--- src/wsmp_frame_parser_macros.svh ---
// Assertion helpers. Each expects clk and arst_n in the enclosing module.
`ifndef WSMP_FRAME_PARSER_MACROS_SVH
`define WSMP_FRAME_PARSER_MACROS_SVH

`ifndef SYNTH

// same-cycle implication
`define WSMP_ASSERT_NOW(label, ante, cons, msg) \
	label: assert property (@(posedge clk) disable iff (!arst_n) (ante) |-> (cons)) \
		else $error(msg);

// next-cycle implication
`define WSMP_ASSERT_NXT(label, ante, cons, msg) \
	label: assert property (@(posedge clk) disable iff (!arst_n) (ante) |=> (cons)) \
		else $error(msg);

`else

`define WSMP_ASSERT_NOW(label, ante, cons, msg)
`define WSMP_ASSERT_NXT(label, ante, cons, msg)

`endif

`endif

--- src/wsmp_fp_pkg.sv ---
package wsmp_fp_pkg;

	localparam int ID_W         = 28;
	localparam int FIFO_DEPTH   = 2;
	localparam logic [3:0] VERSION_RESET = 4'd3;

	typedef enum logic [2:0] {
		PH_VERSION  = 3'd0,
		PH_ID_FIRST = 3'd1,
		PH_ID_MORE  = 3'd2,
		PH_LENGTH   = 3'd3,
		PH_PAYLOAD  = 3'd4,
		PH_SKIP     = 3'd5
	} phase_t;

	typedef enum logic [1:0] {
		ST_OK          = 2'd0,
		ST_BAD_VERSION = 2'd1,
		ST_BAD_PREFIX  = 2'd2,
		ST_TRUNCATED   = 2'd3
	} status_t;

	typedef struct packed {
		logic            payload_valid;
		logic [7:0]      payload_byte;
		logic            frame_done;
		status_t         status;
		logic [ID_W-1:0] service_id;
		logic [7:0]      payload_length;
	} result_t;

endpackage

--- src/wsmp_fp_if.sv ---
interface wsmp_fp_byte_if;
	logic       valid;
	logic       ready;
	logic [7:0] data_byte;
	logic       frame_end;

	modport source (output valid, output data_byte, output frame_end, input ready);
	modport sink   (input valid, input data_byte, input frame_end, output ready);
endinterface

interface wsmp_fp_result_if;
	logic                        valid;
	logic                        ready;
	logic                        payload_valid;
	logic [7:0]                  payload_byte;
	logic                        frame_done;
	logic [1:0]                  status;
	logic [wsmp_fp_pkg::ID_W-1:0] service_id;
	logic [7:0]                  payload_length;

	modport source (output valid, output payload_valid, output payload_byte,
		output frame_done, output status, output service_id, output payload_length,
		input ready);
	modport sink   (input valid, input payload_valid, input payload_byte,
		input frame_done, input status, input service_id, input payload_length,
		output ready);
endinterface

--- src/wsmp_frame_parser.sv ---
// channel   dir  payload                                              items
// frame     in   data_byte, frame_end                                 1 per byte
// result    out  payload_valid/byte, frame_done, status,              1 per byte
//                service_id, payload_length
//
// One byte per cycle while the queue has room; each byte yields one result item.
// The parser updates its header state in the cycle the byte is accepted.
// arst_n clears parser state, queue pointers and the output valid; version resets to 3.
// frame.ready drops only when the result queue is full (result side stalled).
module wsmp_frame_parser #(
	parameter int FIFO_DEPTH = wsmp_fp_pkg::FIFO_DEPTH
) (
	input  logic               clk,
	input  logic               arst_n,
	input  logic               cfg_we,
	input  logic [3:0]         cfg_wdata,
	wsmp_fp_byte_if.sink       frame,
	wsmp_fp_result_if.source   result
);

	logic                 accept;
	logic                 q_full, q_empty, q_pop;
	wsmp_fp_pkg::result_t front_res, q_head;

	assign frame.ready = !q_full;
	assign accept      = frame.valid && !q_full;

	wsmp_fp_front u_front (
		.clk       (clk),
		.arst_n    (arst_n),
		.cfg_we    (cfg_we),
		.cfg_wdata (cfg_wdata),
		.accept    (accept),
		.data_byte (frame.data_byte),
		.frame_end (frame.frame_end),
		.result    (front_res)
	);

	wsmp_fp_queue #(
		.DEPTH (FIFO_DEPTH)
	) u_queue (
		.clk       (clk),
		.arst_n    (arst_n),
		.push      (accept),
		.push_data (front_res),
		.full      (q_full),
		.pop       (q_pop),
		.empty     (q_empty),
		.head      (q_head)
	);

	wsmp_fp_back u_back (
		.clk     (clk),
		.arst_n  (arst_n),
		.q_empty (q_empty),
		.q_head  (q_head),
		.q_pop   (q_pop),
		.result  (result)
	);

endmodule

--- src/wsmp_fp_front.sv ---
`include "wsmp_frame_parser_macros.svh"

// Header parser: one byte per accepted item, one result per byte.
module wsmp_fp_front (
	input  logic                 clk,
	input  logic                 arst_n,
	input  logic                 cfg_we,
	input  logic [3:0]           cfg_wdata,
	input  logic                 accept,
	input  logic [7:0]           data_byte,
	input  logic                 frame_end,
	output wsmp_fp_pkg::result_t result
);

	localparam int IdW = wsmp_fp_pkg::ID_W;

	logic [3:0]            version_q;
	wsmp_fp_pkg::phase_t   phase_q, phase_d;
	logic [IdW-1:0]        acc_q, acc_d;
	logic [1:0]            id_left_q, id_left_d;
	logic [7:0]            len_q, len_d;
	logic [7:0]            pay_left_q, pay_left_d;
	logic                  decided_q, decided_d;
	logic                  done;
	wsmp_fp_pkg::status_t  st;

	always_ff @(posedge clk or negedge arst_n) begin
		if (!arst_n) begin
			version_q <= wsmp_fp_pkg::VERSION_RESET;
		end else if (cfg_we) begin
			version_q <= cfg_wdata;
		end
	end

	always_ff @(posedge clk or negedge arst_n) begin
		if (!arst_n) begin
			phase_q    <= wsmp_fp_pkg::PH_VERSION;
			acc_q      <= '0;
			id_left_q  <= '0;
			len_q      <= '0;
			pay_left_q <= '0;
			decided_q  <= 1'b0;
		end else if (accept) begin
			phase_q    <= phase_d;
			acc_q      <= acc_d;
			id_left_q  <= id_left_d;
			len_q      <= len_d;
			pay_left_q <= pay_left_d;
			decided_q  <= decided_d;
		end
	end

	always_comb begin
		phase_d    = phase_q;
		acc_d      = acc_q;
		id_left_d  = id_left_q;
		len_d      = len_q;
		pay_left_d = pay_left_q;
		decided_d  = decided_q;
		done       = 1'b0;
		st         = wsmp_fp_pkg::ST_OK;
		result     = '0;

		unique case (phase_q)
			wsmp_fp_pkg::PH_VERSION: begin
				if (data_byte[3:0] != version_q) begin
					done = 1'b1;
					st   = wsmp_fp_pkg::ST_BAD_VERSION;
				end else begin
					phase_d = wsmp_fp_pkg::PH_ID_FIRST;
				end
			end
			wsmp_fp_pkg::PH_ID_FIRST: begin
				// leading ones give the count of extra id bytes
				if (!data_byte[7]) begin
					acc_d     = {{(IdW-8){1'b0}}, data_byte};
					id_left_d = 2'd0;
					phase_d   = wsmp_fp_pkg::PH_LENGTH;
				end else if (data_byte[7:6] == 2'b10) begin
					acc_d     = {{(IdW-6){1'b0}}, data_byte[5:0]};
					id_left_d = 2'd1;
					phase_d   = wsmp_fp_pkg::PH_ID_MORE;
				end else if (data_byte[7:5] == 3'b110) begin
					acc_d     = {{(IdW-5){1'b0}}, data_byte[4:0]};
					id_left_d = 2'd2;
					phase_d   = wsmp_fp_pkg::PH_ID_MORE;
				end else if (data_byte[7:4] == 4'b1110) begin
					acc_d     = {{(IdW-4){1'b0}}, data_byte[3:0]};
					id_left_d = 2'd3;
					phase_d   = wsmp_fp_pkg::PH_ID_MORE;
				end else begin
					done = 1'b1;
					st   = wsmp_fp_pkg::ST_BAD_PREFIX;
				end
			end
			wsmp_fp_pkg::PH_ID_MORE: begin
				acc_d     = {acc_q[IdW-9:0], data_byte};
				id_left_d = id_left_q - 2'd1;
				if (id_left_d == 2'd0) begin
					phase_d = wsmp_fp_pkg::PH_LENGTH;
				end
			end
			wsmp_fp_pkg::PH_LENGTH: begin
				len_d      = data_byte;
				pay_left_d = data_byte;
				if (data_byte == 8'd0) begin
					done = 1'b1;
				end else begin
					phase_d = wsmp_fp_pkg::PH_PAYLOAD;
				end
			end
			wsmp_fp_pkg::PH_PAYLOAD: begin
				result.payload_valid = 1'b1;
				result.payload_byte  = data_byte;
				pay_left_d           = pay_left_q - 8'd1;
				if (pay_left_d == 8'd0) begin
					done = 1'b1;
				end
			end
			default: begin
			end
		endcase

		if (done) begin
			decided_d             = 1'b1;
			phase_d               = wsmp_fp_pkg::PH_SKIP;
			result.frame_done     = 1'b1;
			result.status         = st;
			result.service_id     = (st == wsmp_fp_pkg::ST_OK) ? acc_d : '0;
			result.payload_length = len_d;
		end else if (frame_end && !decided_q) begin
			result.frame_done     = 1'b1;
			result.status         = wsmp_fp_pkg::ST_TRUNCATED;
			result.payload_length = len_d;
		end

		if (frame_end) begin
			phase_d    = wsmp_fp_pkg::PH_VERSION;
			acc_d      = '0;
			id_left_d  = '0;
			len_d      = '0;
			pay_left_d = '0;
			decided_d  = 1'b0;
		end
	end

	`WSMP_ASSERT_NXT(a_end_clears, accept && frame_end,
		phase_q == wsmp_fp_pkg::PH_VERSION && !decided_q, "frame end did not clear state")
	`WSMP_ASSERT_NXT(a_ok_payload_drained,
		accept && !frame_end && result.frame_done && result.status == wsmp_fp_pkg::ST_OK,
		pay_left_q == 8'd0 && phase_q == wsmp_fp_pkg::PH_SKIP, "accepted frame left payload due")

endmodule

--- src/wsmp_fp_queue.sv ---
`include "wsmp_frame_parser_macros.svh"

// Small queue of classified results between parser and output stage.
module wsmp_fp_queue #(
	parameter int DEPTH = wsmp_fp_pkg::FIFO_DEPTH
) (
	input  logic                 clk,
	input  logic                 arst_n,
	input  logic                 push,
	input  wsmp_fp_pkg::result_t push_data,
	output logic                 full,
	input  logic                 pop,
	output logic                 empty,
	output wsmp_fp_pkg::result_t head
);

	localparam int PtrW = (DEPTH > 1) ? $clog2(DEPTH) : 1;
	localparam int CntW = $clog2(DEPTH + 1);
	localparam logic [PtrW-1:0] LastPtr = PtrW'(DEPTH - 1);
	localparam logic [CntW-1:0] DepthCnt = CntW'(DEPTH);

	wsmp_fp_pkg::result_t mem_q [DEPTH];
	logic [PtrW-1:0] wr_ptr_q, rd_ptr_q;
	logic [CntW-1:0] count_q;

	assign full  = (count_q == DepthCnt);
	assign empty = (count_q == '0);
	assign head  = mem_q[rd_ptr_q];

	always_ff @(posedge clk) begin
		if (push) begin
			mem_q[wr_ptr_q] <= push_data;
		end
	end

	always_ff @(posedge clk or negedge arst_n) begin
		if (!arst_n) begin
			wr_ptr_q <= '0;
			rd_ptr_q <= '0;
			count_q  <= '0;
		end else begin
			if (push) begin
				wr_ptr_q <= (wr_ptr_q == LastPtr) ? '0 : wr_ptr_q + 1'b1;
			end
			if (pop) begin
				rd_ptr_q <= (rd_ptr_q == LastPtr) ? '0 : rd_ptr_q + 1'b1;
			end
			if (push && !pop) begin
				count_q <= count_q + 1'b1;
			end else if (pop && !push) begin
				count_q <= count_q - 1'b1;
			end
		end
	end

	`WSMP_ASSERT_NOW(a_no_overflow, push, !full || pop, "push into full queue")
	`WSMP_ASSERT_NOW(a_no_underflow, pop, !empty, "pop from empty queue")
	`WSMP_ASSERT_NXT(a_count_up, push && !pop, count_q == $past(count_q) + 1'b1,
		"queue count did not advance")

endmodule

--- src/wsmp_fp_back.sv ---
// Output register: takes the queue head whenever the register is free or drains.
module wsmp_fp_back (
	input  logic                     clk,
	input  logic                     arst_n,
	input  logic                     q_empty,
	input  wsmp_fp_pkg::result_t     q_head,
	output logic                     q_pop,
	wsmp_fp_result_if.source         result
);

	logic                 valid_q;
	wsmp_fp_pkg::result_t data_q;

	assign q_pop = !q_empty && (!valid_q || result.ready);

	always_ff @(posedge clk or negedge arst_n) begin
		if (!arst_n) begin
			valid_q <= 1'b0;
		end else if (!valid_q || result.ready) begin
			valid_q <= !q_empty;
		end
	end

	always_ff @(posedge clk) begin
		if (q_pop) begin
			data_q <= q_head;
		end
	end

	assign result.valid          = valid_q;
	assign result.payload_valid  = data_q.payload_valid;
	assign result.payload_byte   = data_q.payload_byte;
	assign result.frame_done     = data_q.frame_done;
	assign result.status         = data_q.status;
	assign result.service_id     = data_q.service_id;
	assign result.payload_length = data_q.payload_length;

endmodule

--- src/flat_wrapper.sv ---
// flat-port wrapper written by rule: the top's interface ports become plain ports
module wsmp_frame_parser_flat 
#(
	parameter int FIFO_DEPTH = wsmp_fp_pkg::FIFO_DEPTH
)
  (clk, arst_n, cfg_we, cfg_wdata, frame_valid, frame_data_byte, frame_frame_end, frame_ready, result_valid, result_payload_valid, result_payload_byte, result_frame_done, result_status, result_service_id, result_payload_length, result_ready);
  wsmp_fp_byte_if frame_i ();
  wsmp_fp_result_if result_i ();
  input  logic clk;
  input  logic arst_n;
  input  logic cfg_we;
  input  logic [3:0] cfg_wdata;
  input wire logic [$bits(frame_i.valid)-1:0] frame_valid;
  input wire logic [$bits(frame_i.data_byte)-1:0] frame_data_byte;
  input wire logic [$bits(frame_i.frame_end)-1:0] frame_frame_end;
  output wire logic [$bits(frame_i.ready)-1:0] frame_ready;
  output wire logic [$bits(result_i.valid)-1:0] result_valid;
  output wire logic [$bits(result_i.payload_valid)-1:0] result_payload_valid;
  output wire logic [$bits(result_i.payload_byte)-1:0] result_payload_byte;
  output wire logic [$bits(result_i.frame_done)-1:0] result_frame_done;
  output wire logic [$bits(result_i.status)-1:0] result_status;
  output wire logic [$bits(result_i.service_id)-1:0] result_service_id;
  output wire logic [$bits(result_i.payload_length)-1:0] result_payload_length;
  input wire logic [$bits(result_i.ready)-1:0] result_ready;
  assign frame_i.valid = frame_valid;
  assign frame_i.data_byte = frame_data_byte;
  assign frame_i.frame_end = frame_frame_end;
  assign frame_ready = frame_i.ready;
  assign result_valid = result_i.valid;
  assign result_payload_valid = result_i.payload_valid;
  assign result_payload_byte = result_i.payload_byte;
  assign result_frame_done = result_i.frame_done;
  assign result_status = result_i.status;
  assign result_service_id = result_i.service_id;
  assign result_payload_length = result_i.payload_length;
  assign result_i.ready = result_ready;
  wsmp_frame_parser #(.FIFO_DEPTH(FIFO_DEPTH)) u_core (.clk(clk), .arst_n(arst_n), .cfg_we(cfg_we), .cfg_wdata(cfg_wdata), .frame(frame_i), .result(result_i));
endmodule
--- config.mk ---
export PLATFORM = sky130hd
export DESIGN_NAME = wsmp_frame_parser_flat
export DESIGN_NICKNAME = d
export VERILOG_FILES = /design/src/wsmp_fp_pkg.sv /design/src/wsmp_fp_if.sv /design/src/wsmp_frame_parser.sv /design/src/wsmp_fp_front.sv /design/src/wsmp_fp_queue.sv /design/src/wsmp_fp_back.sv /design/src/flat_wrapper.sv
export VERILOG_INCLUDE_DIRS = /design/src /design/src/src
export SDC_FILE = /design/constraint.sdc
export NUM_CORES = 1
export LEC_CHECK = 0
export BUFFER_PORTS_ARGS = -buffer_cell sky130_fd_sc_hd__buf_2
export CAP_MARGIN = 20
export CORE_AREA = 2 2 120 122
export CTS_CLUSTER_SIZE = 20
export DETAILED_ROUTE_END_ITERATION = 10
export DIE_AREA = 0 0 122 124
export GPL_ROUTABILITY_DRIVEN = 0
export PLACE_DENSITY = 0.86
export SYNTH_ARGS = -nofsm -noshare
export SYNTH_HDL_FRONTEND = slang
export SYNTH_HIERARCHICAL = 1
export SYNTH_SLANG_ARGS = --single-unit
--- constraint.sdc ---
create_clock -name clk -period 7.3 [get_ports clk]
set_input_delay 1.095 -clock clk [delete_from_list [all_inputs] [get_ports clk]]
set_output_delay 1.095 -clock clk [all_outputs]
set_load 0.02 [all_outputs]
==> results.yml <==
grt:
  grt_pass1_vias: 5372
  track_usage: 0.241
  grt_max_degree: 60
  grt_pass1_wl_um: 28300
  antenna_found_initial: 0
  top_usage_layer: "met2"
  grtUsageMet1: 0.324
  gr-total-overflow: 0
  grtUsageMet3: 0.0366
  grtUsageMet2: 0.408
timing:
  setup_viol: 0
  rsz0062_at_grt: "no"
  slew_viol_final: 0
  max_slew_margin: 0.320
  finClkSkew_ns: 0.00646
  max_slew.worst_pin.slew_ns: 1.02
  timing.final.crit_share: 0.416
  finalHoldViolations: 0
  fin_setup_tns_ns: 0
  max_freq_ghz: 0.329
  fin_crit_ns: 3.04
  holdWs_ns: 0.495
placement:
  dpl.cell_count: 821
  post_dp_cell_area_mm2: 0.00913
  port_buffers: 67
  hpwl_um: 11000
cts:
  clkTransAtPathRegs_ns: 0.06
  htreeDepth: 1
  clockBufferDepth: 3
  cts_hold_buf: 0
  clockRootBuffer: "clkbuf_16"
  cts_buffers: 20
  cts_tree: "yes"
  clock_latency_ns: 0.49
  cts.repair.resized: 0
  post-cts-setup-buffers: 0
  cts_sinks: 203
routing:
  route.detailed.drc: 0
  ant_nets: 0
  drt_iter0_markers: 598
  vias: 5569
  first_pass_iters: 6
  post_drt_wl_per_cell_um: 20.8
  viasPerCell: 6.49
  drt-total-wl_um: 17800
power_and_ir_drop:
  seq_power_share: 0.444
  leakage_nw: 3.71
  power.density_mw_per_mm2: 457
  p_total_mw: 4.48
  p_sw_frac: 0.350
  intPower_mw: 2.91
  p_switching_mw: 1.57
  ir_drop_mv: 0.351
  p_comb_frac: 0.329
  p_clk_frac: 0.227
floorplan:
  rows: 43
  core_area_mm2: 0.0137
  die-width_um: 122
  ioPinCount: 68
  die_y_um: 124
  start_util: 0.632
  die_area_mm2: 0.0151
cells_and_area:
  seqCellArea_mm2: 0.00580
  drive_above_1_share: 0.265
  final_area_mm2: 0.00980
  fillCellCount: 843
  syn_to_final_growth_pct: 13.0
  antenna_cells: 0
  finalNonFillerCells: 858
  multiInputGateArea_mm2: 0.00262
  layout.nets: 686
critical_path:
  path_max_fanout: 28
  worstPathRequired_ns: 7.61
  reg2reg_depth: 6
  reg2reg_to: "u_core/u_queue/mem_q[1][15]"
  rrSetupSlack_ns: 4.26
  end_kind: "flop"
  setup.worst_path.start_class: "flop"
  r2r_start: "u_core/u_front/phase_q[2]"
  worst_ep_arrival_time_ns: 3.35
  crit_type: "flop to flop"
logic_synthesis:
  yosys_warnings: 6
  async_reset_ff_frac: 0.291
  syn_avg_cell_area_um2: 14.3
  ys_types: 56
  ys_ff_latch: 203
  yosysSeqAreaShare: 0.669
  netlist_instances: 606
  syn_nets: 628
  post_synth_instance_area_mm2: 0.00868
  synth_edf_count: 144
  synth_flop_cell: "edfxtp_1"
min_path:
  hp-class: "flop to flop"
  hold_start: "u_core/u_queue/count_q[1]"
  whs_path_depth: 1
  min_to: "u_core/u_queue/count_q[1]"
outcome:
  status: "finished, final reports clean"
job:
  drv_cap: 0
-- power groups by stage --
stage                     clock network [mW]  registers [mW]  logic [mW]
after global routing                    1.07            2.03        1.59
after CTS                               1.03            1.98        1.47
after floorplan                            0            2.07       0.972
after detailed placement                   0            1.99        1.45
final                                   1.02            1.99        1.47
after global placement                     0            1.99        1.34
-- registers in the layout (all words and copies together), names as in the netlist --
register,count
u_core/u_back/result.payload_length,8
u_core/u_queue/wr_ptr_q,1
u_core/u_front/id_left_q,2
u_core/u_front/decided_q,1
u_core/u_front/phase_q,3
u_core/u_back/result.payload_valid,1
u_core/u_queue/count_q,2
u_core/u_front/pay_left_q,8
u_core/u_back/result.payload_byte,8
u_core/u_back/result.service_id,28
u_core/u_back/result.status,2
u_core/u_back/result.frame_done,1
u_core/u_back/result.valid,1
u_core/u_queue/mem_q,96
u_core/u_front/version_q,4
u_core/u_front/acc_q,28
u_core/u_queue/rd_ptr_q,1
u_core/u_front/len_q,8
-- layout make-up --
| class | instances | area share |
|---|---|---|
| Clock buffer | 27 | 0.0600 |
| Clock inverter | 9 | 0.00791 |
| Inverter | 14 | 0.00536 |
| Multi-Input combinational cell | 348 | 0.267 |
| Sequential cell | 203 | 0.592 |
| Tap cell | 180 | 0.0230 |
| Timing Repair Buffer | 77 | 0.0445 |
-- metrics by stage --
step	worst slack, ns	utilization
3_5_place_dp	4.19	0.666
6_report	4.26	0.715
5_1_grt	4.04	0.715
2_1_floorplan	3.22	-
3_3_place_gp	4.28	0.662
4_1_cts	4.32	0.714
-- routing by layer --
metal / up-vias / part of all wire
met4: 0 / 0.035
met1: 2780 / 0.39
li1: 2424 / -
met2: 305 / 0.50
met3: 60 / 0.072
met5: - / 0
-- worst max-delay path by stage --
stage,from,end,slack [ns]
floorplan,frame_valid,u_core/u_queue/mem_q[0][0],3.22
global placement,frame_data_byte[7],u_core/u_queue/mem_q[0][9],4.28
detailed placement,frame_data_byte[7],u_core/u_queue/mem_q[1][18],4.19
CTS,u_core/u_front/phase_q[1],u_core/u_queue/mem_q[1][28],4.32
global route,u_core/u_front/phase_q[2],u_core/u_queue/mem_q[0][31],4.04
finish,u_core/u_front/phase_q[2],u_core/u_queue/mem_q[1][15],4.26
-- synth_stat cells (4+ instances only) --
master     number  share of area
mux2_4         10          0.017
o2bb2ai_1      35          0.035
inv_1          14         0.0061
xor2_1          9         0.0091
dfrtp_1        57           0.16
a21oi_1        13         0.0075
nor3_1          9         0.0052
a21boi_0       10         0.0087
nor2_1         40          0.017
a22o_1          5         0.0050
buf_6           4         0.0052
and2_1         10         0.0072
mux2i_1         7         0.0081
nor2b_1         7         0.0050
ha_1            4         0.0058
mux2_2         43          0.056
edfxtp_1      144           0.50
nand2_1        29          0.013
o21ai_0        19          0.011
buf_2           5         0.0029
a22oi_1        47          0.041
buf_4           4         0.0035
clkbuf_1       27          0.012
-- cells in the final DEF (no fill, tap or decap), types with 10 or more instances in the layout --
cell type  instances
inv_1             14
a21boi_0          10
buf_2             68
edfxtp_1         144
mux2_2            43
o2bb2ai_1         35
clkbuf_16         21
dfrtp_1           56
nor2_1            40
nand2_1           29
a21oi_1           13
mux2_4            10
a22oi_1           47
o21ai_0           19
-- logic make-up (layout without fill, tap and decap cells) --
logic type               Yosys count  in the layout  share of synthesized area
flip-flops                       203            203                      0.669
AO/OA/AOI/OAI                    153            153                      0.134
AND/OR/NAND/NOR                  119            119                     0.0675
multiplexers                      60             60                     0.0812
buffers and inverters             55            127                     0.0310
XOR/XNOR                          12             12                     0.0121
adder cells (fa/ha/maj)            4              4                    0.00577
-- worst max-delay path, stage by stage, from the launching register on --
cell	delay, ns
dfrtp_1	0.56
nand2_1	0.34
inv_1	0.51
nand4b_1	0.18
nor4_2	0.59
a21boi_4	0.37
nor2_1	0.28
(Power assumes the default switching activity.)
